### src/design/assert_macros.svh
// ------------------------------------------------------------------------
// Assertion macros
// Shared concurrent assertion forms; empty when SYNTHESIS is defined.
// ------------------------------------------------------------------------
`ifndef ASSERT_MACROS_SVH
`define ASSERT_MACROS_SVH

`ifndef SYNTHESIS

// a holds -> b holds in the same cycle
`define ASSERT_SAME(label, clk, rst_n, a, b) \
    label: assert property (@(posedge clk) disable iff (!rst_n) (a) |-> (b)) \
        else $error("assertion failed");

// a holds -> b holds in the next cycle
`define ASSERT_NEXT(label, clk, rst_n, a, b) \
    label: assert property (@(posedge clk) disable iff (!rst_n) (a) |=> (b)) \
        else $error("assertion failed");

`else

`define ASSERT_SAME(label, clk, rst_n, a, b)
`define ASSERT_NEXT(label, clk, rst_n, a, b)

`endif

`endif

### src/design/icr_pkg.sv
// ------------------------------------------------------------------------
// icr_pkg
// Types and constants of the inode cache refcount core.
// ------------------------------------------------------------------------
package icr_pkg;

    localparam int ICR_TABLE_ENTRIES   = 64;
    localparam int ICR_INODE_AREA_BASE = 2;

    localparam int SLOT_W  = 6;
    localparam int DEV_W   = 8;
    localparam int INO_W   = 16;
    localparam int CNT_W   = 8;
    localparam int BLK_W   = 24;
    localparam int IDXB_W  = 8;

    typedef enum logic [1:0] {
        OP_GET  = 2'd0,
        OP_PUT  = 2'd1,
        OP_DUP  = 2'd2,
        OP_MARK = 2'd3
    } op_t;

    typedef enum logic [1:0] {
        STS_OK        = 2'd0,
        STS_FULL      = 2'd1,
        STS_UNDERFLOW = 2'd2
    } status_t;

    typedef enum logic [1:0] {
        ACT_NONE  = 2'd0,
        ACT_READ  = 2'd1,
        ACT_WBACK = 2'd2
    } action_t;

    typedef enum logic [1:0] {
        REG_IPB  = 2'd0,
        REG_IMAP = 2'd1,
        REG_ZMAP = 2'd2
    } reg_idx_t;

    typedef enum logic [2:0] {
        ST_IDLE,
        ST_SCAN,
        ST_SLOT,
        ST_DIV,
        ST_FIN
    } state_t;

    // one table entry as stored in the memory
    typedef struct packed {
        logic             valid;
        logic [DEV_W-1:0] device;
        logic [INO_W-1:0] inode;
        logic [CNT_W-1:0] count;
        logic             dirty;
    } entry_t;

endpackage

### src/design/icr_table.sv
// ------------------------------------------------------------------------
// icr_table
// Entry memory, one read and one write port, registered read data.
// Clears itself after reset, one entry per cycle.
// ------------------------------------------------------------------------
module icr_table
    import icr_pkg::*;
#(
    parameter int TABLE_ENTRIES = ICR_TABLE_ENTRIES,
    localparam int IDX_W = (TABLE_ENTRIES > 1) ? $clog2(TABLE_ENTRIES) : 1
)
(
    input  logic             clk,
    input  logic             rst_n,
    input  logic             rd_en,
    input  logic [IDX_W-1:0] rd_addr,
    output entry_t           rd_data,
    input  logic             wr_en,
    input  logic [IDX_W-1:0] wr_addr,
    input  entry_t           wr_data,
    output logic             clr_busy
);

    entry_t           mem [TABLE_ENTRIES];
    logic             clr_busy_reg;
    logic             clr_busy_next;
    logic [IDX_W-1:0] clr_addr_reg;
    logic [IDX_W-1:0] clr_addr_next;
    logic             we;
    logic [IDX_W-1:0] wa;
    entry_t           wd;

    always_comb
    begin
        clr_addr_next = clr_addr_reg + 1'b1;
        clr_busy_next = clr_busy_reg &&
                        (clr_addr_reg != IDX_W'(TABLE_ENTRIES - 1));
        we = clr_busy_reg || wr_en;
        wa = clr_busy_reg ? clr_addr_reg : wr_addr;
        wd = clr_busy_reg ? '0 : wr_data;
    end

    always_ff @(posedge clk or negedge rst_n)
    begin
        if (!rst_n)
        begin
            clr_busy_reg <= 1'b1;
            clr_addr_reg <= '0;
        end
        else if (clr_busy_reg)
        begin
            clr_busy_reg <= clr_busy_next;
            clr_addr_reg <= clr_addr_next;
        end
    end

    always_ff @(posedge clk)
    begin
        if (we)
        begin
            mem[wa] <= wd;
        end
    end

    always_ff @(posedge clk)
    begin
        if (rd_en)
        begin
            rd_data <= mem[rd_addr];
        end
    end

    assign clr_busy = clr_busy_reg;

endmodule

### src/design/icr_div.sv
// ------------------------------------------------------------------------
// icr_div
// Restoring divider, 16 by 8 bits, one quotient bit per cycle.
// ------------------------------------------------------------------------
module icr_div
    import icr_pkg::*;
(
    input  logic              clk,
    input  logic              rst_n,
    input  logic              start,
    input  logic [INO_W-1:0]  dividend,
    input  logic [IDXB_W-1:0] divisor,
    output logic              done,
    output logic [INO_W-1:0]  quotient,
    output logic [IDXB_W-1:0] remainder
);

    localparam int STEP_W = $clog2(INO_W + 1);

    logic              busy_reg;
    logic              busy_next;
    logic              done_reg;
    logic              done_next;
    logic [STEP_W-1:0] step_reg;
    logic [STEP_W-1:0] step_next;
    logic [INO_W-1:0]  quo_reg;
    logic [INO_W-1:0]  quo_next;
    logic [IDXB_W-1:0] rem_reg;
    logic [IDXB_W-1:0] rem_next;
    logic [IDXB_W-1:0] dvs_reg;
    logic [IDXB_W-1:0] dvs_next;
    logic [IDXB_W:0]   trial;
    logic [IDXB_W:0]   diff;

    always_comb
    begin
        trial     = {rem_reg, quo_reg[INO_W-1]};
        diff      = trial - {1'b0, dvs_reg};
        busy_next = busy_reg;
        done_next = 1'b0;
        step_next = step_reg;
        quo_next  = quo_reg;
        rem_next  = rem_reg;
        dvs_next  = dvs_reg;
        if (start)
        begin
            busy_next = 1'b1;
            step_next = '0;
            quo_next  = dividend;
            rem_next  = '0;
            dvs_next  = (divisor == '0) ? IDXB_W'(1) : divisor;
        end
        else if (busy_reg)
        begin
            if (!diff[IDXB_W])
            begin
                rem_next = diff[IDXB_W-1:0];
                quo_next = {quo_reg[INO_W-2:0], 1'b1};
            end
            else
            begin
                rem_next = trial[IDXB_W-1:0];
                quo_next = {quo_reg[INO_W-2:0], 1'b0};
            end
            step_next = step_reg + 1'b1;
            if (step_reg == STEP_W'(INO_W - 1))
            begin
                busy_next = 1'b0;
                done_next = 1'b1;
            end
        end
    end

    always_ff @(posedge clk or negedge rst_n)
    begin
        if (!rst_n)
        begin
            busy_reg <= 1'b0;
            done_reg <= 1'b0;
            step_reg <= '0;
        end
        else
        begin
            busy_reg <= busy_next;
            done_reg <= done_next;
            step_reg <= step_next;
        end
    end

    always_ff @(posedge clk)
    begin
        quo_reg <= quo_next;
        rem_reg <= rem_next;
        dvs_reg <= dvs_next;
    end

    assign done      = done_reg;
    assign quotient  = quo_reg;
    assign remainder = rem_reg;

endmodule

### src/design/inode_cache_refcount_core.sv
// ------------------------------------------------------------------------
// inode_cache_refcount_core
// Reference-counted inode cache: entry table in memory, key scan, disk
// address by iterative division.
// ------------------------------------------------------------------------
// Sequence: get scans the table, then runs the divider when a disk request
//   goes out, then loads the result. put/dup/mark read their slot, then run
//   the divider for a write-back; a slot beyond the table goes straight to the result.
// Throughput: one word at a time; the table scan (one memory read per entry)
//   and the bit-serial divider set the rate.
// Reset: control clears at once; then a clearing pass over every entry
//   zeroes the table, s_tready low meanwhile. Config registers reset to 32/1/1.
module inode_cache_refcount_core
    import icr_pkg::*;
#(
    parameter int TABLE_ENTRIES   = ICR_TABLE_ENTRIES,
    parameter int INODE_AREA_BASE = ICR_INODE_AREA_BASE
)
(
    input  logic        clk,
    input  logic        rst_n,
    // input words
    input  logic        s_tvalid,
    output logic        s_tready,
    input  logic [31:0] s_tdata,   // opcode[1:0] device[9:2] inode_number[25:10] slot[31:26]
    // result words
    output logic        m_tvalid,
    input  logic        m_tready,
    output logic [63:0] m_tdata,   // entry_slot[5:0] status[7:6] disk_action[9:8]
                                   // disk_device[17:10] disk_block[41:18]
                                   // disk_index[49:42] reference_count[57:50], zero above
    // configuration
    input  logic        psel,
    input  logic        penable,
    input  logic        pwrite,
    input  logic [3:0]  paddr,
    input  logic [31:0] pwdata,
    output logic [31:0] prdata,
    output logic        pready
);

`include "assert_macros.svh"

    localparam int IDX_W  = (TABLE_ENTRIES > 1) ? $clog2(TABLE_ENTRIES) : 1;
    localparam int SCAN_W = IDX_W + 1;
    localparam int SUM_W  = BLK_W + 1;

    // ---------------- configuration registers ----------------
    logic [7:0]  ipb_reg;
    logic [15:0] imap_reg;
    logic [15:0] zmap_reg;
    logic        cfg_wr;

    assign pready = 1'b1;
    assign cfg_wr = psel && penable && pwrite;

    always_ff @(posedge clk or negedge rst_n)
    begin
        if (!rst_n)
        begin
            ipb_reg  <= 8'd32;
            imap_reg <= 16'd1;
            zmap_reg <= 16'd1;
        end
        else if (cfg_wr)
        begin
            case (paddr[3:2])
                REG_IPB:  ipb_reg  <= pwdata[7:0];
                REG_IMAP: imap_reg <= pwdata[15:0];
                REG_ZMAP: zmap_reg <= pwdata[15:0];
                default:  ;
            endcase
        end
    end

    always_comb
    begin
        case (paddr[3:2])
            REG_IPB:  prdata = {24'd0, ipb_reg};
            REG_IMAP: prdata = {16'd0, imap_reg};
            REG_ZMAP: prdata = {16'd0, zmap_reg};
            default:  prdata = '0;
        endcase
    end

    // ---------------- input fields ----------------
    logic [1:0]        in_op;
    logic [DEV_W-1:0]  in_dev;
    logic [INO_W-1:0]  in_ino;
    logic [SLOT_W-1:0] in_slot;
    logic              accept;

    assign in_op   = s_tdata[1:0];
    assign in_dev  = s_tdata[9:2];
    assign in_ino  = s_tdata[25:10];
    assign in_slot = s_tdata[31:26];

    // ---------------- control and datapath registers ----------------
    state_t            state_reg, state_next;
    logic [1:0]        op_reg, op_next;
    logic [DEV_W-1:0]  dev_reg, dev_next;
    logic [INO_W-1:0]  ino_reg, ino_next;
    logic [SLOT_W-1:0] slot_reg, slot_next;
    logic [SCAN_W-1:0] scan_addr_reg, scan_addr_next;
    logic              chk_vld_reg, chk_vld_next;
    logic [IDX_W-1:0]  chk_idx_reg, chk_idx_next;
    logic              idle_fnd_reg, idle_fnd_next;
    logic [IDX_W-1:0]  idle_idx_reg, idle_idx_next;
    logic [SLOT_W-1:0] res_slot_reg, res_slot_next;
    logic [1:0]        res_status_reg, res_status_next;
    logic [1:0]        res_action_reg, res_action_next;
    logic [DEV_W-1:0]  res_dev_reg, res_dev_next;
    logic [CNT_W-1:0]  res_count_reg, res_count_next;
    logic              m_valid_reg;
    logic [63:0]       m_data_reg;

    // table and divider hookup
    logic             tbl_rd_en;
    logic [IDX_W-1:0] tbl_rd_addr;
    entry_t           tbl_rd_data;
    logic             tbl_wr_en;
    logic [IDX_W-1:0] tbl_wr_addr;
    entry_t           tbl_wr_data;
    logic             tbl_clr_busy;
    logic              div_start;
    logic [INO_W-1:0]  div_ino;
    logic              div_done;
    logic [INO_W-1:0]  div_quo;
    logic [IDXB_W-1:0] div_rem;

    // decision flags of the control blocks
    logic decide;
    logic need_disk;
    logic slot_oob;
    logic out_free;
    logic hit;
    logic cur_idle;
    logic last_chk;

    icr_table #(
        .TABLE_ENTRIES (TABLE_ENTRIES)
    ) u_table (
        .clk      (clk),
        .rst_n    (rst_n),
        .rd_en    (tbl_rd_en),
        .rd_addr  (tbl_rd_addr),
        .rd_data  (tbl_rd_data),
        .wr_en    (tbl_wr_en),
        .wr_addr  (tbl_wr_addr),
        .wr_data  (tbl_wr_data),
        .clr_busy (tbl_clr_busy)
    );

    icr_div u_div (
        .clk       (clk),
        .rst_n     (rst_n),
        .start     (div_start),
        .dividend  (div_ino - 1'b1),
        .divisor   (ipb_reg),
        .done      (div_done),
        .quotient  (div_quo),
        .remainder (div_rem)
    );

    assign s_tready = (state_reg == ST_IDLE) && !tbl_clr_busy;
    assign accept   = s_tvalid && s_tready;
    assign slot_oob = 32'(in_slot) >= 32'(TABLE_ENTRIES);
    assign out_free = !m_valid_reg || m_tready;

    // scan compare on the entry read last cycle
    assign hit      = chk_vld_reg && tbl_rd_data.valid &&
                      (tbl_rd_data.device == dev_reg) && (tbl_rd_data.inode == ino_reg);
    assign cur_idle = !tbl_rd_data.valid || (tbl_rd_data.count == '0);
    assign last_chk = chk_vld_reg && (chk_idx_reg == IDX_W'(TABLE_ENTRIES - 1));

    // ---------------- next state ----------------
    always_comb
    begin
        state_next = state_reg;
        case (state_reg)
            ST_IDLE:
            begin
                if (accept)
                begin
                    if (op_t'(in_op) == OP_GET)
                    begin
                        state_next = ST_SCAN;
                    end
                    else if (slot_oob)
                    begin
                        state_next = ST_FIN;
                    end
                    else
                    begin
                        state_next = ST_SLOT;
                    end
                end
            end
            ST_SCAN, ST_SLOT:
            begin
                if (decide)
                begin
                    state_next = need_disk ? ST_DIV : ST_FIN;
                end
            end
            ST_DIV:
            begin
                if (div_done)
                begin
                    state_next = ST_FIN;
                end
            end
            ST_FIN:
            begin
                if (out_free)
                begin
                    state_next = ST_IDLE;
                end
            end
            default: state_next = ST_IDLE;
        endcase
    end

    // ---------------- datapath and memory control ----------------
    always_comb
    begin
        entry_t e;
        e = tbl_rd_data;

        op_next         = op_reg;
        dev_next        = dev_reg;
        ino_next        = ino_reg;
        slot_next       = slot_reg;
        scan_addr_next  = scan_addr_reg;
        chk_vld_next    = 1'b0;
        chk_idx_next    = chk_idx_reg;
        idle_fnd_next   = idle_fnd_reg;
        idle_idx_next   = idle_idx_reg;
        res_slot_next   = res_slot_reg;
        res_status_next = res_status_reg;
        res_action_next = res_action_reg;
        res_dev_next    = res_dev_reg;
        res_count_next  = res_count_reg;
        tbl_rd_en       = 1'b0;
        tbl_rd_addr     = IDX_W'(in_slot);
        tbl_wr_en       = 1'b0;
        tbl_wr_addr     = chk_idx_reg;
        tbl_wr_data     = e;
        decide          = 1'b0;
        need_disk       = 1'b0;
        div_start       = 1'b0;
        div_ino         = ino_reg;

        case (state_reg)
            ST_IDLE:
            begin
                if (accept)
                begin
                    op_next         = in_op;
                    dev_next        = in_dev;
                    ino_next        = in_ino;
                    slot_next       = in_slot;
                    scan_addr_next  = '0;
                    idle_fnd_next   = 1'b0;
                    res_slot_next   = in_slot;
                    res_status_next = STS_OK;
                    res_action_next = ACT_NONE;
                    res_count_next  = '0;
                    // slot ops fetch their entry now
                    tbl_rd_en = (op_t'(in_op) != OP_GET) && !slot_oob;
                end
            end
            ST_SCAN:
            begin
                // one read per cycle; the compare works on the registered read data
                tbl_rd_en      = scan_addr_reg < SCAN_W'(TABLE_ENTRIES);
                tbl_rd_addr    = scan_addr_reg[IDX_W-1:0];
                scan_addr_next = scan_addr_reg + 1'b1;
                chk_vld_next   = tbl_rd_en;
                chk_idx_next   = scan_addr_reg[IDX_W-1:0];
                if (chk_vld_reg && !idle_fnd_reg && cur_idle)
                begin
                    idle_fnd_next = 1'b1;
                    idle_idx_next = chk_idx_reg;
                end
                if (hit)
                begin
                    decide = 1'b1;
                    if (e.count == '0 && e.dirty)
                    begin
                        e.dirty         = 1'b0;
                        res_action_next = ACT_WBACK;
                        need_disk       = 1'b1;
                    end
                    if (e.count != '1)
                    begin
                        e.count = e.count + 1'b1;
                    end
                    tbl_wr_en      = 1'b1;
                    tbl_wr_addr    = chk_idx_reg;
                    tbl_wr_data    = e;
                    res_slot_next  = SLOT_W'(chk_idx_reg);
                    res_count_next = e.count;
                    res_dev_next   = dev_reg;
                end
                else if (last_chk)
                begin
                    decide = 1'b1;
                    if (idle_fnd_reg || cur_idle)
                    begin
                        // claim: reclaimed dirty data is dropped
                        tbl_wr_en         = 1'b1;
                        tbl_wr_addr       = idle_fnd_reg ? idle_idx_reg : chk_idx_reg;
                        tbl_wr_data.valid = 1'b1;
                        tbl_wr_data.device = dev_reg;
                        tbl_wr_data.inode = ino_reg;
                        tbl_wr_data.count = CNT_W'(1);
                        tbl_wr_data.dirty = 1'b0;
                        res_slot_next     = SLOT_W'(tbl_wr_addr);
                        res_count_next    = CNT_W'(1);
                        res_action_next   = ACT_READ;
                        res_dev_next      = dev_reg;
                        need_disk         = 1'b1;
                    end
                    else
                    begin
                        res_slot_next   = '0;
                        res_status_next = STS_FULL;
                        res_count_next  = '0;
                    end
                end
                div_ino = ino_reg;
            end
            ST_SLOT:
            begin
                decide      = 1'b1;
                tbl_wr_addr = IDX_W'(slot_reg);
                case (op_t'(op_reg))
                    OP_PUT:
                    begin
                        if (e.count == '0)
                        begin
                            res_status_next = STS_UNDERFLOW;
                        end
                        else
                        begin
                            e.count = e.count - 1'b1;
                            if (e.count == '0)
                            begin
                                e.dirty         = 1'b0;
                                res_action_next = ACT_WBACK;
                                res_dev_next    = e.device;
                                need_disk       = 1'b1;
                            end
                            tbl_wr_en = 1'b1;
                        end
                    end
                    OP_DUP:
                    begin
                        if (e.valid && e.count != '1)
                        begin
                            e.count   = e.count + 1'b1;
                            tbl_wr_en = 1'b1;
                        end
                    end
                    OP_MARK:
                    begin
                        if (e.valid)
                        begin
                            e.dirty   = 1'b1;
                            tbl_wr_en = 1'b1;
                        end
                    end
                    default: ;
                endcase
                tbl_wr_data    = e;
                res_count_next = e.count;
                div_ino        = e.inode;
            end
            default: ;
        endcase

        div_start = decide && need_disk;
    end

    // ---------------- disk address ----------------
    logic [SUM_W-1:0] blk_sum;
    logic [BLK_W-1:0] blk;
    logic [39:0]      disk_bits;   // disk_device, disk_block, disk_index from the low bit up

    assign blk_sum = SUM_W'(div_quo) + SUM_W'(INODE_AREA_BASE)
                   + SUM_W'(imap_reg) + SUM_W'(zmap_reg);
    assign blk     = blk_sum[BLK_W] ? '1 : blk_sum[BLK_W-1:0];

    // disk fields only travel with a disk request
    assign disk_bits = (action_t'(res_action_reg) != ACT_NONE) ?
                       {div_rem, blk, res_dev_reg} : '0;

    always_ff @(posedge clk or negedge rst_n)
    begin
        if (!rst_n)
        begin
            state_reg     <= ST_IDLE;
            chk_vld_reg   <= 1'b0;
            idle_fnd_reg  <= 1'b0;
            scan_addr_reg <= '0;
            m_valid_reg   <= 1'b0;
        end
        else
        begin
            state_reg     <= state_next;
            chk_vld_reg   <= chk_vld_next;
            idle_fnd_reg  <= idle_fnd_next;
            scan_addr_reg <= scan_addr_next;
            if (state_reg == ST_FIN && out_free)
            begin
                m_valid_reg <= 1'b1;
            end
            else if (m_tready)
            begin
                m_valid_reg <= 1'b0;
            end
        end
    end

    always_ff @(posedge clk)
    begin
        op_reg         <= op_next;
        dev_reg        <= dev_next;
        ino_reg        <= ino_next;
        slot_reg       <= slot_next;
        chk_idx_reg    <= chk_idx_next;
        idle_idx_reg   <= idle_idx_next;
        res_slot_reg   <= res_slot_next;
        res_status_reg <= res_status_next;
        res_action_reg <= res_action_next;
        res_dev_reg    <= res_dev_next;
        res_count_reg  <= res_count_next;
        if (state_reg == ST_FIN && out_free)
        begin
            m_data_reg <= {6'd0, res_count_reg, disk_bits,
                           res_action_reg, res_status_reg, res_slot_reg};
        end
    end

    assign m_tvalid = m_valid_reg;
    assign m_tdata  = m_data_reg;

    // ---------------- assertions ----------------
    // one word in flight: nothing accepted right after an accept
    `ASSERT_NEXT(a_one_in_flight, clk, rst_n, accept, !s_tready)
    // divider finishes only while the FSM waits on it
    `ASSERT_SAME(a_div_owned, clk, rst_n, div_done, state_reg == ST_DIV)
    // table full never comes with a disk request
    `ASSERT_SAME(a_full_no_disk, clk, rst_n, m_valid_reg && m_data_reg[7:6] == STS_FULL,
                 m_data_reg[9:8] == ACT_NONE)
    // no input while the table clears
    `ASSERT_SAME(a_clear_blocks, clk, rst_n, tbl_clr_busy, !s_tready)

endmodule
### config.mk
export PLATFORM = sky130hd
export DESIGN_NAME = inode_cache_refcount_core
export DESIGN_NICKNAME = d
export VERILOG_FILES = /design/src/design/icr_pkg.sv /design/src/design/icr_table.sv /design/src/design/icr_div.sv /design/src/design/inode_cache_refcount_core.sv
export VERILOG_INCLUDE_DIRS = /design/src /design/src/design
export SDC_FILE = /design/constraint.sdc
export NUM_CORES = 2
export LEC_CHECK = 0
export BUFFER_PORTS_ARGS = -buffer_cell sky130_fd_sc_hd__clkbuf_2
export CORE_ASPECT_RATIO = 1.1
export CORE_MARGIN = 4
export CORE_UTILIZATION = 35
export DETAILED_ROUTE_END_ITERATION = 8
export SLEW_MARGIN = 30
export SYNTH_ARGS = -nofsm -noshare
export SYNTH_HDL_FRONTEND = slang
export SYNTH_SLANG_ARGS = --single-unit
### constraint.sdc
create_clock -name clk -period 7.87 [get_ports clk]
set_input_delay 1.1805 -clock clk [delete_from_list [all_inputs] [get_ports clk]]
set_output_delay 1.1805 -clock clk [all_outputs]
set_load 0.01 [all_outputs]
==> run summary <==
# IOs: 174
Starting Density: 0.3517
PwrDens: 236.2 nW/um^2
Critical-path top delay cell: o21a_1
sequential share of the synthesized area: 0.7344
Critical Path End: u_table.mem[10][30]
Tot GR Track Use: 0.2038
DP HPWL: 180100 um
drt total wl: 304200 um
Yosys reg bits: 2431
most common library cells after synthesis: 2356 x edfxtp_1, 1070 x nand2_1, 581 x nand3_1
RSZ-0062 raised after global routing: false
post-synthesis cell count: 6421
initial antenna violation count: 14
Port Buffers: 126
final RePlAce weighted congestion: 0.8925
total gr overflow: 0
Max-Cap Viols: 0
Row Count: 204
crit path cell chain: nor2_1 > nand2_1 > buf_4 > clkinv_1 > buf_4 > a21oi_1 > o21ai_0 > o21a_1 > nand4_1 > nor2_4 > buf_4
share of layout cells above drive strength 1: 0.1590
reg2reg setup slack: 2.04 ns
CP startpoint kind: register
Longest Clk Path Bufs: 3
synthesized cell area: 98840 um^2
largest net degree at the start of global routing: 148
number of global-route vias before repair: 57230
Die Area: 291000 um^2
Vias per Instance: 5.673
TritonRoute pass-1 iters: 9
Synth Flop Type: edfxtp_1
FMAX: 0.1715 GHz
Slew HR: 0.2289
most numerous cell in the Yosys netlist: edfxtp_1
Static Leak: 37.41 nW
Mapped Avg Cell Area: 15.39 um^2
H-tree Lvls: 4
Final ANT Viol Nets: 0
post-synth top area share: 0.7157
Post-CTS Setup Inserts: 0
CP most frequent cell: buf_4
Seq pwr share: 0.529
Final period util: 0.7411
first-pass GRT wire length: 428900 um
yosys warns: 0
Power Total: 26.69 mW
CP required: 8.35 ns
clk_lat worst skew: 0.92 ns
number of max-slew violations in the final report: 0
DR vias: 59820
dpl cells: 10100
WP data arrival: 6.31 ns
drc violations: 2
worst-path fanout max: 41
CTS clk-pin slew, worst paths: 0.06 ns
HP Class: in2async
Fin Setup TNS: 0 ns
post-synth cell types: 86
max incr delay on CP: 0.80 ns
Fin Clk Skew: 0.1023 ns
Final Non-Filler Cells: 10550
Synth area leader: edfxtp_1
Crit. End Element: register
EDFF count, synth: 2356
internal power: 20.78 mW
Die Ht: 565.4 um
Most flops, register: u_table.mem
outcome: complete, but fails checks
CTS tree: done
R2R Path Start: state_reg[0]
crit path buf inv count: 4
die width: 514.7 um
Final Net Count: 6761
root buffer cell: clkbuf_16
violations in the final reports: DRC
# setup viols final: 0
Clock power frac: 0.416
synth top area cells: edfxtp_1 72%, mux4_2 4.3%, nand2_1 4.1%
switching share of power: 0.2215
clock sink total: 2431
family with the most delay on the worst path: simple AND/OR/NAND/NOR gates
Setup CP Type: reg2reg
crit path launch: state_reg[0]
max reg flops: 2176
Comb pwr share: 0.054
Hold Buf Count CTS: 0
DRT iter0 DRCs: 7651
slew of the pin with the lowest slew margin: 1.145 ns
Core Region: 281000 um^2
Tmin final: 5.832 ns
routed wire length per instance: 28.85 um
Psw: 5.913 mW
Levels on crit path: 11
number of CTS-inserted buffers: 236
Max IR drop VDD: 0.2375 mV
ys async rst share: 0.02756
Post-CTS Resized: 0
Final Hold Fails: 0
R2R depth: 11
worst r2r dst: u_table.mem[10][30]
Layout area overhead: 14.35%
[stage by stage]
step	utilization	cell area [um^2]	hold WS [ns]	worst slack (ns)
after floorplan	-	98950	0.4003	2.421
after global placement	0.3740	105100	0.4070	2.187
after detailed placement	0.3749	105400	0.4056	2.181
after CTS	0.4019	112900	0.3578	2.133
after global routing	0.4022	113000	0.4077	1.725
final	0.4022	113000	0.3949	2.038
[layout by cell type, fill, tap and decap left out, types with 25 or more instances in the layout]
cell type  count
nand3_1      580
clkbuf_16    238
a22oi_1       78
nor3_1        36
inv_1         82
a211oi_1     102
clkbuf_2     125
nand2_1     1069
dfrtp_1       63
clkinv_2      37
clkbuf_1      51
nor2_4        48
a32oi_1       38
o21ai_0      104
buf_4        201
xnor2_1       48
mux2i_1      321
clkinv_1      68
nor2_1        91
mux2_2        58
mux4_2       187
a2111oi_0     44
nand4_1       90
a221oi_1      25
a21oi_1       84
conb_1        29
ha_1          38
nor3_2        30
edfxtp_1    2356
a21oi_4       27
[metal layers]
layer  wire, um  share of wire  track usage
met5         72        0.00024            0
met2     141400           0.46       0.3232
met4      12440          0.041      0.07858
met1     119100           0.39       0.2722
met3      31150           0.10      0.04825
[how the worst min path moves through the flow]
stage / start / to / slack [ns] / depth (start not counted)
2_1_floorplan: res_slot_reg[0] / m_tdata[0] / 0.40 / 0
3_3_place_gp: res_count_reg[2] / m_tdata[52] / 0.41 / 0
3_5_place_dp: res_slot_reg[1] / m_tdata[1] / 0.41 / 0
4_1_cts: s_tdata[13] / ino_reg[3] / 0.36 / 1
5_1_grt: rst_n / ipb_reg[3] / 0.41 / 2
6_report: rst_n / ipb_reg[3] / 0.39 / 2
[power by group through the flow]
| stage | logic [mW] | registers, mW | clock network, mW |
|---|---|---|---|
| after global routing | 1.56 | 14.1 | 11.8 |
| after global placement | 1.40 | 14.4 | 0 |
| after CTS | 1.44 | 14.1 | 11.3 |
| after detailed placement | 1.43 | 14.4 | 0 |
| final | 1.45 | 14.1 | 11.1 |
| after floorplan | 0.987 | 14.4 | 0 |
[logic make-up (layout without fill, tap and decap cells)]
group                      count (synthesis)  in the layout  synth area share
and+or+nand+nor                         2102           2102           0.09528
DFF                                     2431           2431            0.7344
AOI/OAI and AO/OA                        690            690           0.05003
xor gates and xnor gates                  70             70          0.006202
muxes                                    572            572           0.08263
other                                      2             35        0.00007598
adders and majority gates                 55             55          0.008253
buffers and inverters                    499            883           0.02315
[final cells by class]
cell class,count,area [um^2]
diodes,6,15.01
clock buffers,288,6111
clock inverters,151,1475
fillers,25230,168000
inverters,84,315.3
multi-input cells,3518,25030
flip-flops and latches,2431,72590
well taps,3708,4639
repair buffers,360,2853
[worst reg2reg max path, cell delays in order (launching register included)]
cell and delay (ns):
dfrtp_1 0.63, nor2_1 0.44, nand2_1 0.10, buf_4 0.27, clkinv_1 0.13, buf_4 0.46
a21oi_1 0.14, o21ai_0 0.38, o21a_1 0.80, nand4_1 0.74, nor2_4 0.70, buf_4 0.58
Note: power is estimated with default switching activity, not from simulation.
